--- src/hw/rtl/utf8_to_utf16_transcoder_core_macros.svh ---
`ifndef UTF8_TO_UTF16_TRANSCODER_CORE_MACROS_SVH
`define UTF8_TO_UTF16_TRANSCODER_CORE_MACROS_SVH

// implication checked on every clock edge outside reset
`define U8U16_ASSERT_IMPLY(label, cond, prop, msg) \
    label: assert property (@(posedge clk) disable iff (!rst_n) (cond) |-> (prop)) \
        else $error(msg);

// condition that must never hold outside reset
`define U8U16_ASSERT_NEVER(label, cond, msg) \
    label: assert property (@(posedge clk) disable iff (!rst_n) !(cond)) \
        else $error(msg);

`endif

--- src/hw/rtl/u8u16_pkg.sv ---
`default_nettype none

package u8u16_pkg;

    localparam int QUEUE_DEPTH_DEFAULT = 4;

    localparam logic [1:0] STATUS_UNIT      = 2'd0;
    localparam logic [1:0] STATUS_MALFORMED = 2'd1;
    localparam logic [1:0] STATUS_TRUNCATED = 2'd2;
    localparam logic [1:0] STATUS_END       = 2'd3;

    localparam logic [20:0] SUPPLEMENTARY_BASE = 21'h10000;
    localparam logic [15:0] SURR_HI_BASE       = 16'hd800;
    localparam logic [15:0] SURR_LO_BASE       = 16'hdc00;

    typedef enum logic [1:0] {
        SEQ_NONE  = 2'd0,
        SEQ_TWO   = 2'd1,
        SEQ_THREE = 2'd2,
        SEQ_FOUR  = 2'd3
    } seq_kind_t;

    typedef struct packed {
        logic [7:0] in_byte;
        logic       string_end;
    } in_item_t;

    typedef struct packed {
        logic [15:0] code_unit;
        logic [1:0]  status;
        logic        end_of_string;
        logic        all_ascii;
        logic        last_of_run;
    } out_item_t;

    // one queue entry: a single beat, or a surrogate pair that expands to two beats
    typedef struct packed {
        logic        pair;
        logic [15:0] unit0;
        logic [15:0] unit1;
        logic [1:0]  status;
        logic        eos;
        logic        ascii;
    } cmd_t;

endpackage

`default_nettype wire

--- src/hw/rtl/utf8_to_utf16_transcoder_core.sv ---
// channel | payload     | handshake            | beat
// src     | in_item_t   | src_valid/src_stall  | one utf-8 byte, string_end on the last
// dst     | out_item_t  | dst_valid/dst_stall  | one utf-16 unit or status
//
// one byte is taken every cycle while the result queue has room
// a surrogate pair gives two output beats from one queue entry; the output stage holds the low beat
// a byte's queue entry is written when the byte is taken, then loaded into the output register for dst
// src_stall rises when all QUEUE_DEPTH queue entries are held
// reset clears the decode state, empties the queue and clears the output valid and pending low beat

`default_nettype none

module utf8_to_utf16_transcoder_core
    import u8u16_pkg::*;
#(
    parameter int QUEUE_DEPTH = QUEUE_DEPTH_DEFAULT
)
(
    input  wire logic     clk,
    input  wire logic     rst_n,
    input  wire logic     src_valid,
    output logic          src_stall,
    input  wire in_item_t src_data,
    output logic          dst_valid,
    input  wire logic     dst_stall,
    output out_item_t     dst_data
);

    logic accept;
    logic push;
    logic pop;
    logic empty;
    logic full;
    cmd_t cmd;
    cmd_t head;

    assign src_stall = full;
    assign accept    = src_valid && !full;

    u8u16_front u_front (
        .clk    (clk),
        .rst_n  (rst_n),
        .accept (accept),
        .item   (src_data),
        .push   (push),
        .cmd    (cmd)
    );

    u8u16_fifo #(
        .DEPTH (QUEUE_DEPTH)
    ) u_fifo (
        .clk       (clk),
        .rst_n     (rst_n),
        .push      (push),
        .push_data (cmd),
        .pop       (pop),
        .head      (head),
        .empty     (empty),
        .full      (full)
    );

    u8u16_back u_back (
        .clk       (clk),
        .rst_n     (rst_n),
        .head      (head),
        .empty     (empty),
        .pop       (pop),
        .dst_valid (dst_valid),
        .dst_stall (dst_stall),
        .dst_data  (dst_data)
    );

endmodule

`default_nettype wire

--- src/hw/rtl/u8u16_fifo.sv ---
`default_nettype none

`include "utf8_to_utf16_transcoder_core_macros.svh"

module u8u16_fifo
    import u8u16_pkg::*;
#(
    parameter int DEPTH = QUEUE_DEPTH_DEFAULT
)
(
    input  wire logic clk,
    input  wire logic rst_n,
    input  wire logic push,
    input  wire cmd_t push_data,
    input  wire logic pop,
    output cmd_t      head,
    output logic      empty,
    output logic      full
);

    localparam int PTR_W = (DEPTH > 1) ? $clog2(DEPTH) : 1;
    localparam int CNT_W = $clog2(DEPTH + 1);
    localparam logic [PTR_W-1:0] PTR_LAST = PTR_W'(DEPTH - 1);
    localparam logic [CNT_W-1:0] CNT_FULL = CNT_W'(DEPTH);

    cmd_t             entry_reg [DEPTH];
    logic [PTR_W-1:0] wr_ptr_reg;
    logic [PTR_W-1:0] wr_ptr_next;
    logic [PTR_W-1:0] rd_ptr_reg;
    logic [PTR_W-1:0] rd_ptr_next;
    logic [CNT_W-1:0] count_reg;
    logic [CNT_W-1:0] count_next;

    assign empty = (count_reg == '0);
    assign full  = (count_reg == CNT_FULL);
    assign head  = entry_reg[rd_ptr_reg];

    always_comb
    begin
        wr_ptr_next = wr_ptr_reg;
        rd_ptr_next = rd_ptr_reg;
        count_next  = count_reg;
        if (push)
        begin
            wr_ptr_next = (wr_ptr_reg == PTR_LAST) ? '0 : wr_ptr_reg + 1'b1;
        end
        if (pop)
        begin
            rd_ptr_next = (rd_ptr_reg == PTR_LAST) ? '0 : rd_ptr_reg + 1'b1;
        end
        if (push && !pop)
        begin
            count_next = count_reg + 1'b1;
        end
        else if (pop && !push)
        begin
            count_next = count_reg - 1'b1;
        end
    end

    always_ff @(posedge clk or negedge rst_n)
    begin
        if (!rst_n)
        begin
            wr_ptr_reg <= '0;
            rd_ptr_reg <= '0;
            count_reg  <= '0;
        end
        else
        begin
            wr_ptr_reg <= wr_ptr_next;
            rd_ptr_reg <= rd_ptr_next;
            count_reg  <= count_next;
        end
    end

    always_ff @(posedge clk)
    begin
        if (push)
        begin
            entry_reg[wr_ptr_reg] <= push_data;
        end
    end

    `U8U16_ASSERT_NEVER(a_no_overflow, push && full, "queue written while full")
    `U8U16_ASSERT_NEVER(a_no_underflow, pop && empty, "queue read while empty")

endmodule

`default_nettype wire

--- src/hw/rtl/u8u16_front.sv ---
`default_nettype none

`include "utf8_to_utf16_transcoder_core_macros.svh"

module u8u16_front
    import u8u16_pkg::*;
(
    input  wire logic     clk,
    input  wire logic     rst_n,
    input  wire logic     accept,
    input  wire in_item_t item,
    output logic          push,
    output cmd_t          cmd
);

    logic [1:0]  bytes_pending_reg;
    logic [1:0]  bytes_pending_next;
    seq_kind_t   seq_kind_reg;
    seq_kind_t   seq_kind_next;
    logic [20:0] acc_reg;
    logic [20:0] acc_next;
    logic        error_reg;
    logic        error_next;
    logic        high_bit_reg;
    logic        high_bit_next;

    logic [7:0]  b;
    logic        fin;
    logic        ascii;
    logic        lead2;
    logic        lead3;
    logic        lead4;
    logic        cont_ok;
    logic [20:0] acc_shift;
    logic [20:0] supp;

    assign b         = item.in_byte;
    assign fin       = item.string_end;
    assign ascii     = !(high_bit_reg || b[7]);
    assign lead2     = (b[7:5] == 3'b110);
    assign lead3     = (b[7:4] == 4'b1110);
    assign lead4     = (b[7:3] == 5'b11110);
    assign cont_ok   = (b[7:6] == 2'b10);
    assign acc_shift = {acc_reg[14:0], b[5:0]};
    assign supp      = acc_shift - SUPPLEMENTARY_BASE;

    // next state
    always_comb
    begin
        bytes_pending_next = bytes_pending_reg;
        seq_kind_next      = seq_kind_reg;
        acc_next           = acc_reg;
        error_next         = error_reg;
        high_bit_next      = high_bit_reg || b[7];
        if (error_reg)
        begin
            // drop bytes until the final one
        end
        else if (bytes_pending_reg == 2'd0)
        begin
            if (lead2)
            begin
                seq_kind_next      = SEQ_TWO;
                bytes_pending_next = 2'd1;
                acc_next           = {16'b0, b[4:0]};
            end
            else if (lead3)
            begin
                seq_kind_next      = SEQ_THREE;
                bytes_pending_next = 2'd2;
                acc_next           = {16'b0, b[4:0]};
            end
            else if (lead4)
            begin
                seq_kind_next      = SEQ_FOUR;
                bytes_pending_next = 2'd3;
                acc_next           = {18'b0, b[2:0]};
            end
        end
        else if (fin && bytes_pending_reg > 2'd1)
        begin
            // truncated, state is cleared below
        end
        else if (!cont_ok)
        begin
            error_next         = 1'b1;
            bytes_pending_next = 2'd0;
            seq_kind_next      = SEQ_NONE;
            acc_next           = '0;
        end
        else
        begin
            acc_next           = acc_shift;
            bytes_pending_next = bytes_pending_reg - 1'b1;
            if (bytes_pending_reg == 2'd1)
            begin
                seq_kind_next = SEQ_NONE;
                acc_next      = '0;
            end
        end
        if (fin)
        begin
            bytes_pending_next = 2'd0;
            seq_kind_next      = SEQ_NONE;
            acc_next           = '0;
            error_next         = 1'b0;
            high_bit_next      = 1'b0;
        end
    end

    // queue entry for this byte
    always_comb
    begin
        push       = 1'b0;
        cmd.pair   = 1'b0;
        cmd.unit0  = '0;
        cmd.unit1  = '0;
        cmd.status = STATUS_UNIT;
        cmd.eos    = fin;
        cmd.ascii  = fin && ascii;
        if (error_reg)
        begin
            push       = fin;
            cmd.status = STATUS_END;
        end
        else if (bytes_pending_reg == 2'd0)
        begin
            if (!b[7])
            begin
                push      = 1'b1;
                cmd.unit0 = {8'b0, b};
            end
            else if (lead2 || lead3 || lead4)
            begin
                push       = fin;
                cmd.status = STATUS_TRUNCATED;
            end
            else
            begin
                push       = fin;
                cmd.status = STATUS_END;
            end
        end
        else if (fin && bytes_pending_reg > 2'd1)
        begin
            push       = 1'b1;
            cmd.status = STATUS_TRUNCATED;
        end
        else if (!cont_ok)
        begin
            push       = 1'b1;
            cmd.status = STATUS_MALFORMED;
        end
        else if (bytes_pending_reg == 2'd1)
        begin
            push = 1'b1;
            if (seq_kind_reg == SEQ_FOUR)
            begin
                cmd.pair  = 1'b1;
                cmd.unit0 = SURR_HI_BASE | {6'b0, supp[19:10]};
                cmd.unit1 = SURR_LO_BASE | {6'b0, supp[9:0]};
            end
            else
            begin
                cmd.unit0 = acc_shift[15:0];
            end
        end
        push = push && accept;
    end

    always_ff @(posedge clk or negedge rst_n)
    begin
        if (!rst_n)
        begin
            bytes_pending_reg <= 2'd0;
            seq_kind_reg      <= SEQ_NONE;
            acc_reg           <= '0;
            error_reg         <= 1'b0;
            high_bit_reg      <= 1'b0;
        end
        else if (accept)
        begin
            bytes_pending_reg <= bytes_pending_next;
            seq_kind_reg      <= seq_kind_next;
            acc_reg           <= acc_next;
            error_reg         <= error_next;
            high_bit_reg      <= high_bit_next;
        end
    end

    `U8U16_ASSERT_IMPLY(a_err_clears_seq, error_reg,
        bytes_pending_reg == 2'd0 && seq_kind_reg == SEQ_NONE, "error with sequence open")
    `U8U16_ASSERT_IMPLY(a_pending_has_kind, bytes_pending_reg != 2'd0,
        seq_kind_reg != SEQ_NONE, "bytes pending without a sequence kind")

endmodule

`default_nettype wire

--- src/hw/rtl/u8u16_back.sv ---
`default_nettype none

`include "utf8_to_utf16_transcoder_core_macros.svh"

module u8u16_back
    import u8u16_pkg::*;
(
    input  wire logic clk,
    input  wire logic rst_n,
    input  wire cmd_t head,
    input  wire logic empty,
    output logic      pop,
    output logic      dst_valid,
    input  wire logic dst_stall,
    output out_item_t dst_data
);

    logic      out_valid_reg;
    logic      out_valid_next;
    out_item_t out_reg;
    out_item_t out_next;
    logic      lo_pending_reg;
    logic      lo_pending_next;
    out_item_t lo_reg;
    out_item_t lo_next;
    logic      load;
    out_item_t first_beat;
    out_item_t second_beat;

    assign load = !out_valid_reg || !dst_stall;
    assign pop  = load && !lo_pending_reg && !empty;

    always_comb
    begin
        first_beat.code_unit     = head.unit0;
        first_beat.status        = head.status;
        first_beat.end_of_string = head.pair ? 1'b0 : head.eos;
        first_beat.all_ascii     = head.pair ? 1'b0 : head.ascii;
        first_beat.last_of_run   = !head.pair;

        second_beat.code_unit     = head.unit1;
        second_beat.status        = STATUS_UNIT;
        second_beat.end_of_string = head.eos;
        second_beat.all_ascii     = head.ascii;
        second_beat.last_of_run   = 1'b1;
    end

    always_comb
    begin
        out_valid_next  = out_valid_reg;
        out_next        = out_reg;
        lo_pending_next = lo_pending_reg;
        lo_next         = lo_reg;
        if (load)
        begin
            if (lo_pending_reg)
            begin
                out_valid_next  = 1'b1;
                out_next        = lo_reg;
                lo_pending_next = 1'b0;
            end
            else if (!empty)
            begin
                out_valid_next  = 1'b1;
                out_next        = first_beat;
                lo_pending_next = head.pair;
                lo_next         = second_beat;
            end
            else
            begin
                out_valid_next = 1'b0;
            end
        end
    end

    always_ff @(posedge clk or negedge rst_n)
    begin
        if (!rst_n)
        begin
            out_valid_reg  <= 1'b0;
            lo_pending_reg <= 1'b0;
        end
        else
        begin
            out_valid_reg  <= out_valid_next;
            lo_pending_reg <= lo_pending_next;
        end
    end

    always_ff @(posedge clk)
    begin
        out_reg <= out_next;
        lo_reg  <= lo_next;
    end

    assign dst_valid = out_valid_reg;
    assign dst_data  = out_reg;

    // the high half of a pair is on the port while the low half waits
    `U8U16_ASSERT_IMPLY(a_lo_after_hi, lo_pending_reg,
        out_valid_reg && !out_reg.last_of_run, "low surrogate queued without high beat")

endmodule

`default_nettype wire
--- config.mk ---
export PLATFORM = sky130hd
export DESIGN_NAME = utf8_to_utf16_transcoder_core
export DESIGN_NICKNAME = d
export VERILOG_FILES = /design/src/hw/rtl/u8u16_pkg.sv /design/src/hw/rtl/utf8_to_utf16_transcoder_core.sv /design/src/hw/rtl/u8u16_fifo.sv /design/src/hw/rtl/u8u16_front.sv /design/src/hw/rtl/u8u16_back.sv
export VERILOG_INCLUDE_DIRS = /design/src /design/src/hw/rtl
export SDC_FILE = /design/constraint.sdc
export NUM_CORES = 1
export LEC_CHECK = 0
export ABC_AREA = 1
export BUFFER_PORTS_ARGS = -buffer_cell sky130_fd_sc_hd__buf_2
export CAP_MARGIN = 0
export CORE_ASPECT_RATIO = 0.7
export CORE_UTILIZATION = 27
export DETAILED_ROUTE_END_ITERATION = 16
export PLACE_DENSITY = 0.4
export REMOVE_ABC_BUFFERS = 1
export SYNTH_ARGS = -nofsm -noshare
export SYNTH_HDL_FRONTEND = slang
export SYNTH_HIERARCHICAL = 1
export SYNTH_SLANG_ARGS = --single-unit
export TNS_END_PERCENT = 1
--- constraint.sdc ---
create_clock -name clk -period 8.2 [get_ports clk]
set_input_delay 2.05 -clock clk [delete_from_list [all_inputs] [get_ports clk]]
set_output_delay 2.05 -clock clk [all_outputs]
set_load 0.01 [all_outputs]
==> key figures, run 1 <==
Power and ir drop
  – Worst VDD drop: 0.150 mV
  – Power Total: between 3000 and 4000 uW
  – Leakage Power: 0.00438 uW
  – Power Density: 363 nW/um^2

Timing
  – Fin crit period: between 4 and 5 ns
  – Setup TNS: 0 ns
  – RSZ-0062 raised after global routing: false
  – Max-slew headroom: 30.2%
  – Period utilisation layout: 53.3%
  – Setup slack after layout: around 3.8 ns
  – Final-report max-slew violation count: 0
  – Setup Viol. Count Final: 0
  – Clock skew: ~0.014 ns
  – Final hold violation count: 0
  – Worst slew pin tran: about 1.0 ns
  – FMAX: 229 MHz

Routing
  – DR WL/cell: approximately 17 um
  – Total wire length: between 20000 and 25000 um
  – Detailed Route Iter0 Violations: between 300 and 400
  – Drt first pass iters: 4
  – Vias per std cell: 4.24
  – Vias: around 5.8k
  – Detail Route Antenna Nets: 0
  – DRC: 0

Floorplanning
  – Starting Density: ~27%
  – Cell Rows: 57
  – Die area: ~36000 sq um
  – Die Width: around 230 um
  – Die Y: 159 um
  – Core area: about 35000 sq um
  – # IOs: 36

CTS
  – Setup bufs post-CTS: 0
  – Max clock buf depth: 3
  – Clock root buffer: clkbuf_16
  – Clk_lat worst skew: between 0.5 and 0.6 ns
  – CTS tree: done
  – PostCTS Resize Cnt: 0
  – Total CTS buffers: 23
  – # clock sinks: roughly 220
  – CTS HTree Levels: 1
  – CTS Hold Buffers Added: 0
  – CTS clk-pin slew, worst paths: 0.07 ns

Finish
  – Largest register FFs: 148
  – Nets: around 900
  – Fillcell total: 3589
  – Finished Core Util: 30.9%
  – Multi-input gate area: between 2000 and 2500 sq um
  – Register Area: around 6300 sq um
  – Share of cells above drive strength 1: between 10 and 15%
  – # diodes: 0
  – Area Growth Syn to Fin: 12.5%

Placement
  – IO Port Bufs: 35
  – Placer Congestion: 0.776
  – Final HPWL DP: between 10000 and 15000 um
  – Dpl ws: between 3 and 4 ns

GRT
  – Gr ovfl total: 0
  – GRT Util Overall: between 10% and 20%
  – Largest net degree at the start of global routing: 87
  – Initial antenna violation count: 1
  – Global-route wire length before repair: between 30000 and 40000 um
  – Vias in the first global route: ~5.5k

Worst setup path
  – Arrival time of the worst setup path: around 4.5 ns
  – Type of the worst setup path: primary input to register
  – Reg2Reg Capture Point: u_fifo/entry_reg[1][20]$_DFFE_PP_
  – Cells on worst reg2reg path: 8
  – Worst-path maximum fanout: 37
  – FF-to-FF Start: u_fifo/count_reg[0]$_DFFE_PN0P_
  – Critical path launch point type: primary input
  – Setup slack, reg-to-reg: around 4.9 ns
  – CP endpoint kind: register
  – CP required: approximately 8.3 ns

Yosys
  – Average cell area after synthesis: between 10 and 15 sq um
  – Syn Std Cell Area: ~9500 sq um
  – Yosys cell types: 36
  – Synthesis Warnings: 6
  – #FFs+latches synth: ~220
  – Mapped Cells: 847
  – Sequential area share after synthesis: between 60% and 70%

Run status
  – Status: complete, no violations

Worst hold path
  – Min-delay src: u_front/acc_reg[0]$_DFFE_PN0P_
  – Hold Path Stages: 2
  – Worst Hold End: u_front/acc_reg[0]$_DFFE_PN0P_
  – Worst Hold Class: register to register

Run
  – Maxcap violations: 0
cell usage in the layout (no fill, tap or decap):
cell         n
xnor2_1      2
nor2_4       1
nor2_2       2
fa_1         1
nor2_1      52
a211oi_1     7
o21ai_1      1
a21oi_1     11
conb_1       1
nand4_2      1
o21ai_0      6
inv_4        1
a31oi_1      2
clkbuf_16   23
nand2_4      2
bufinv_16    2
inv_1      118
and2_1       1
o21ai_2      1
dfrtp_1     29
nand3b_1     2
a211oi_2     2
clkinv_1    11
inv_6        1
ha_1         9
inv_8        1
inv_2        7
nand3_2      3
buf_2       35
nand2_1    243
nor3_1       6
nand3_1     23
a21oi_4      2
nand4_1      3
clkinv_2     5
nand3_4      1
buf_4        8
clkbuf_1     3
edfxtp_1   187
o211ai_1    74
stage by stage:
step                cell area (sq um)  cells  hold WS [ns]
floorplan                        9170    805         0.442
global placement                 9990   1320         0.455
detailed placement               9990   1320         0.458
CTS                             10700   1362         0.475
global route                    10700   1362         0.494
finish                          10700   1362         0.473
cells by family (layout without fill, tap and decap cells):
logic type	after synthesis	in the layout	share of synthesized area [%]
fa+ha+maj	10	10	1.39
xor+xnor	2	2	0.184
simple gates	340	340	14.7
other cells	1	1	0.0394
buf+inv	172	215	8.86
compound gates	106	106	8.17
flops	216	216	66.6
routing by layer:
| metal | part of all wire (%) | up-vias | global-route usage, % |
|---|---|---|---|
| met4 | 1.7 | 0 | 2.18 |
| met2 | 42 | 72 | 19.1 |
| li1 | - | 2888 | - |
| met5 | 0 | - | 0 |
| met1 | 53 | 2792 | 19.8 |
| met3 | 3.2 | 26 | 2.33 |
report_power, final:
group,internal (uW),switching [uW],leakage (uW)
logic,334,878,0.00187
clock network,576,435,0.000352
registers,1590,83.8,0.00215
total,2490,1400,0.00438
how the worst max path moves through the flow:
stage,from,endpoint,slack [ns]
6_report,src_data[0],u_fifo/entry_reg[1][20]$_DFFE_PP_,3.83
3_3_place_gp,src_data[0],u_fifo/entry_reg[1][11]$_DFFE_PP_,3.25
2_1_floorplan,src_valid,u_fifo/entry_reg[1][0]$_DFFE_PP_,3.88
4_1_cts,src_data[0],u_fifo/entry_reg[1][27]$_DFFE_PP_,3.78
3_5_place_dp,src_data[0],u_fifo/entry_reg[1][11]$_DFFE_PP_,3.23
5_1_grt,src_data[0],u_fifo/entry_reg[1][27]$_DFFE_PP_,3.53
critical path, cell delays in order:
cell	delay (ns)
buf_2	0.20
inv_2	0.15
a21oi_4	0.49
inv_1	0.13
a31oi_1	0.57
nand2_1	0.14
inv_2	0.73
cells in the mapped netlist (all sizes together):
cell,count,area (sq um)
fa,1,20.0
and2,1,6.26
nor2,55,219
conb,1,3.75
nand3,27,163
buf,40,340
o21ai,8,43.8
edfxtp,187,5620
ha,9,113
nor3,6,30.0
a211oi,9,77.6
o211ai,74,556
nand2,245,935
a21oi,13,87.6
inv,130,495
xnor2,2,17.5
dfrtp,29,726
a31oi,2,12.5
nand3b,2,15.0
nand4,4,31.3
clkbuf,2,7.51
final cells by class:
cell class / count / area share (%)
flip-flops and latches: 216 / 59.2
well taps: 472 / 5.52
inverters: 130 / 4.65
clock buffers: 26 / 5.48
multi-input cells: 459 / 21.8
repair buffers: 43 / 2.20
clock inverters: 16 / 1.16
(Power assumes the default switching activity.)
==> run 2, diff against run 1 <==
- ABC_AREA: 1 -> 0
- clock period: 8.2 -> 4.5 ns (I/O delays scaled with it)
==> key figures, run 2 <==
Yosys
  – Area contributors post-synth: edfxtp_1 63%, mux4_2 9.4%, dfrtp_1 8.2%
  – Syn Std Cell Area: ~8800 sq um
  – Average cell area after synthesis: approximately 18 sq um
  – Yosys cell types: 52
  – Yosys top cell area share: 63.5%
  – Synth cell count leaders: 187 x edfxtp_1, 37 x mux4_2, 37 x nand2_1, 29 x dfrtp_1, 20 x nor2_1
  – Async SR Flop Fraction: 13.4%
  – Post-synth EDFFs: about 190
  – Mapped Cells: between 500 and 600
  – Synthesis Warnings: 6
  – Post-synth top area cell: edfxtp_1
  – #FFs+latches synth: ~220
  – Sequential area share after synthesis: 71.7%
  – Most common cell in the netlist: edfxtp_1
  – Most used DFF post-synth: edfxtp_1

GRT
  – GRT Util Overall: between 10% and 20%
  – Global-route wire length before repair: between 30000 and 40000 um
  – Largest net degree at the start of global routing: 38
  – Gr ovfl total: 0
  – Initial antenna violation count: 0
  – Vias in the first global route: between 4k and 5k

Worst setup path
  – Cells on worst reg2reg path: 7
  – CP endpoint kind: register
  – Critical Path End: u_fifo/entry_reg[3][16]$_DFFE_PP_
  – Setup slack, reg-to-reg: ~1.5 ns
  – Type of the worst setup path: primary input to register
  – Worst-path maximum fanout: 18
  – Arrival time of the worst setup path: about 3.3 ns
  – CP required: 4.70 ns
  – FF-to-FF Start: u_front/bytes_pending_reg[0]$_DFFE_PN0P_
  – CP Launch Point: src_data[0]
  – Critical path launch point type: primary input
  – Reg2Reg Capture Point: u_fifo/entry_reg[3][16]$_DFFE_PP_

Timing
  – Final hold violation count: 0
  – RSZ-0062 raised after global routing: false
  – Worst slew pin tran: between 1 and 1.5 ns
  – Final-report max-slew violation count: 0
  – FMAX: around 320 MHz
  – Fin crit period: roughly 3 ns
  – Setup TNS: 0 ns
  – Setup Viol. Count Final: 0
  – Period utilisation layout: between 60% and 70%
  – Clock skew: 0.0155 ns
  – Max-slew headroom: approximately 27%

CTS
  – CTS tree: done
  – Total CTS buffers: 23
  – Clock root buffer: clkbuf_16
  – Clk_lat worst skew: about 0.52 ns
  – Max clock buf depth: 3
  – CTS Hold Buffers Added: 0
  – PostCTS Resize Cnt: 0
  – # clock sinks: 216
  – Setup bufs post-CTS: 0
  – CTS clk-pin slew, worst paths: roughly 0.06 ns
  – CTS HTree Levels: 1

Routing
  – Detail Route Antenna Nets: 0
  – DRC: 0
  – Drt first pass iters: 4
  – Vias per std cell: 4.55
  – Detailed Route Iter0 Violations: about 260
  – DR WL/cell: 20.2 um
  – Vias: between 4k and 5k
  – Total wire length: around 20000 um

Finish
  – Nets: 569
  – Area Growth Syn to Fin: 15.2%
  – Non-filler cells, final: ~990
  – Share of cells above drive strength 1: 26.2%
  – # diodes: 0
  – Finished Core Util: 31.6%
  – Finished Cell Area: 10200 sq um
  – Fillcell total: 3144
  – Commonest non-fill, non-tap cell in the layout: edfxtp_1
  – Commonest cells after routing, fill and taps aside: 187 x edfxtp_1, 37 x nand2_1, 37 x mux4_2
  – Largest register FFs: 148

Placement
  – Placer Congestion: approximately 0.73
  – IO Port Bufs: 35
  – Area of placed instances: around 9500 sq um
  – Final HPWL DP: 12600 um
  – Dpl cells: between 900 and 1k

Run
  – Maxcap violations: 0

Power and ir drop
  – Worst VDD drop: 0.240 mV
  – Leakage Power: 0.00351 uW
  – Power Density: between 600 and 700 nW/um^2
  – Power Total: 6620 uW

Floorplanning
  – Die area: around 34000 sq um
  – Cell Rows: between 50 and 60
  – Starting Density: 27.4%
  – Die Y: 153 um
  – # IOs: 36
  – Die Width: 218 um
  – Core area: 32300 sq um

Worst hold path
  – Worst Hold Class: register to register
  – Hold Path Stages: 1

Run status
  – Status: complete, no violations
run 2: kinds of logic after synthesis:
family | count (synthesis) | synth area share (%)
other | 1 | 0.0424
buffers and inverters | 43 | 2.89
DFF | 216 | 71.7
muxes | 60 | 12.7
adders and majority gates | 10 | 1.50
AOI/OAI and AO/OA | 64 | 4.72
and+or+nand+nor | 104 | 5.93
xor gates and xnor gates | 5 | 0.495
run 2: worst min-delay path by stage:
stage | start | to | slack (ns)
3_5_place_dp | u_fifo/count_reg[2]$_DFFE_PN0P_ | u_fifo/count_reg[2]$_DFFE_PN0P_ | 0.48
6_report | u_fifo/count_reg[2]$_DFFE_PN0P_ | u_fifo/count_reg[2]$_DFFE_PN0P_ | 0.49
2_1_floorplan | u_fifo/count_reg[2]$_DFFE_PN0P_ | u_fifo/count_reg[2]$_DFFE_PN0P_ | 0.46
3_3_place_gp | u_fifo/count_reg[2]$_DFFE_PN0P_ | u_fifo/count_reg[2]$_DFFE_PN0P_ | 0.47
4_1_cts | u_fifo/count_reg[2]$_DFFE_PN0P_ | u_fifo/count_reg[2]$_DFFE_PN0P_ | 0.49
5_1_grt | u_fifo/count_reg[2]$_DFFE_PN0P_ | u_fifo/count_reg[2]$_DFFE_PN0P_ | 0.54
run 2: stage by stage:
step / hold WS [ns] / setup slack [ns]
after floorplan: 0.456 / 0.331
after CTS: 0.490 / 1.39
after global placement: 0.472 / 0.904
final: 0.489 / 1.41
after global routing: 0.536 / 1.20
after detailed placement: 0.478 / 0.861
run 2: layout make-up:
class / count / area [sq um] / share of cell area [%]
inverter: 12 / 45.0 / 0.442
timing repair buffer: 49 / 318 / 3.12
multi-input combinational: 244 / 2270 / 22.3
tap: 427 / 534 / 5.24
clock buffer: 31 / 606 / 5.94
clock inverter: 10 / 68.8 / 0.675
sequential: 216 / 6340 / 62.2
run 2: critical path: stages:
cell      delay [ns]
buf_2           0.24
nand2b_1        0.26
o31ai_1         0.11
a41oi_1         0.62
and2_2          0.59
buf_4           0.32
run 2: per-layer routing:
metal  global-route usage [%]  wire [um]  vias to the layer above
met2                     19.2       8990                       87
met5                        0          0                        -
li1                         -          -                     2035
met3                     3.14        883                       29
met4                     3.63        467                        0
met1                     17.3       9600                     2350
run 2: power by group:
| part | leakage [uW] | switching [uW] | total [uW] | internal (uW) |
|---|---|---|---|---|
| Combinational | 0.00105 | 966 | 1790 | 822 |
| Clock | 0.000322 | 755 | 1750 | 996 |
| Sequential | 0.00214 | 262 | 3080 | 2810 |
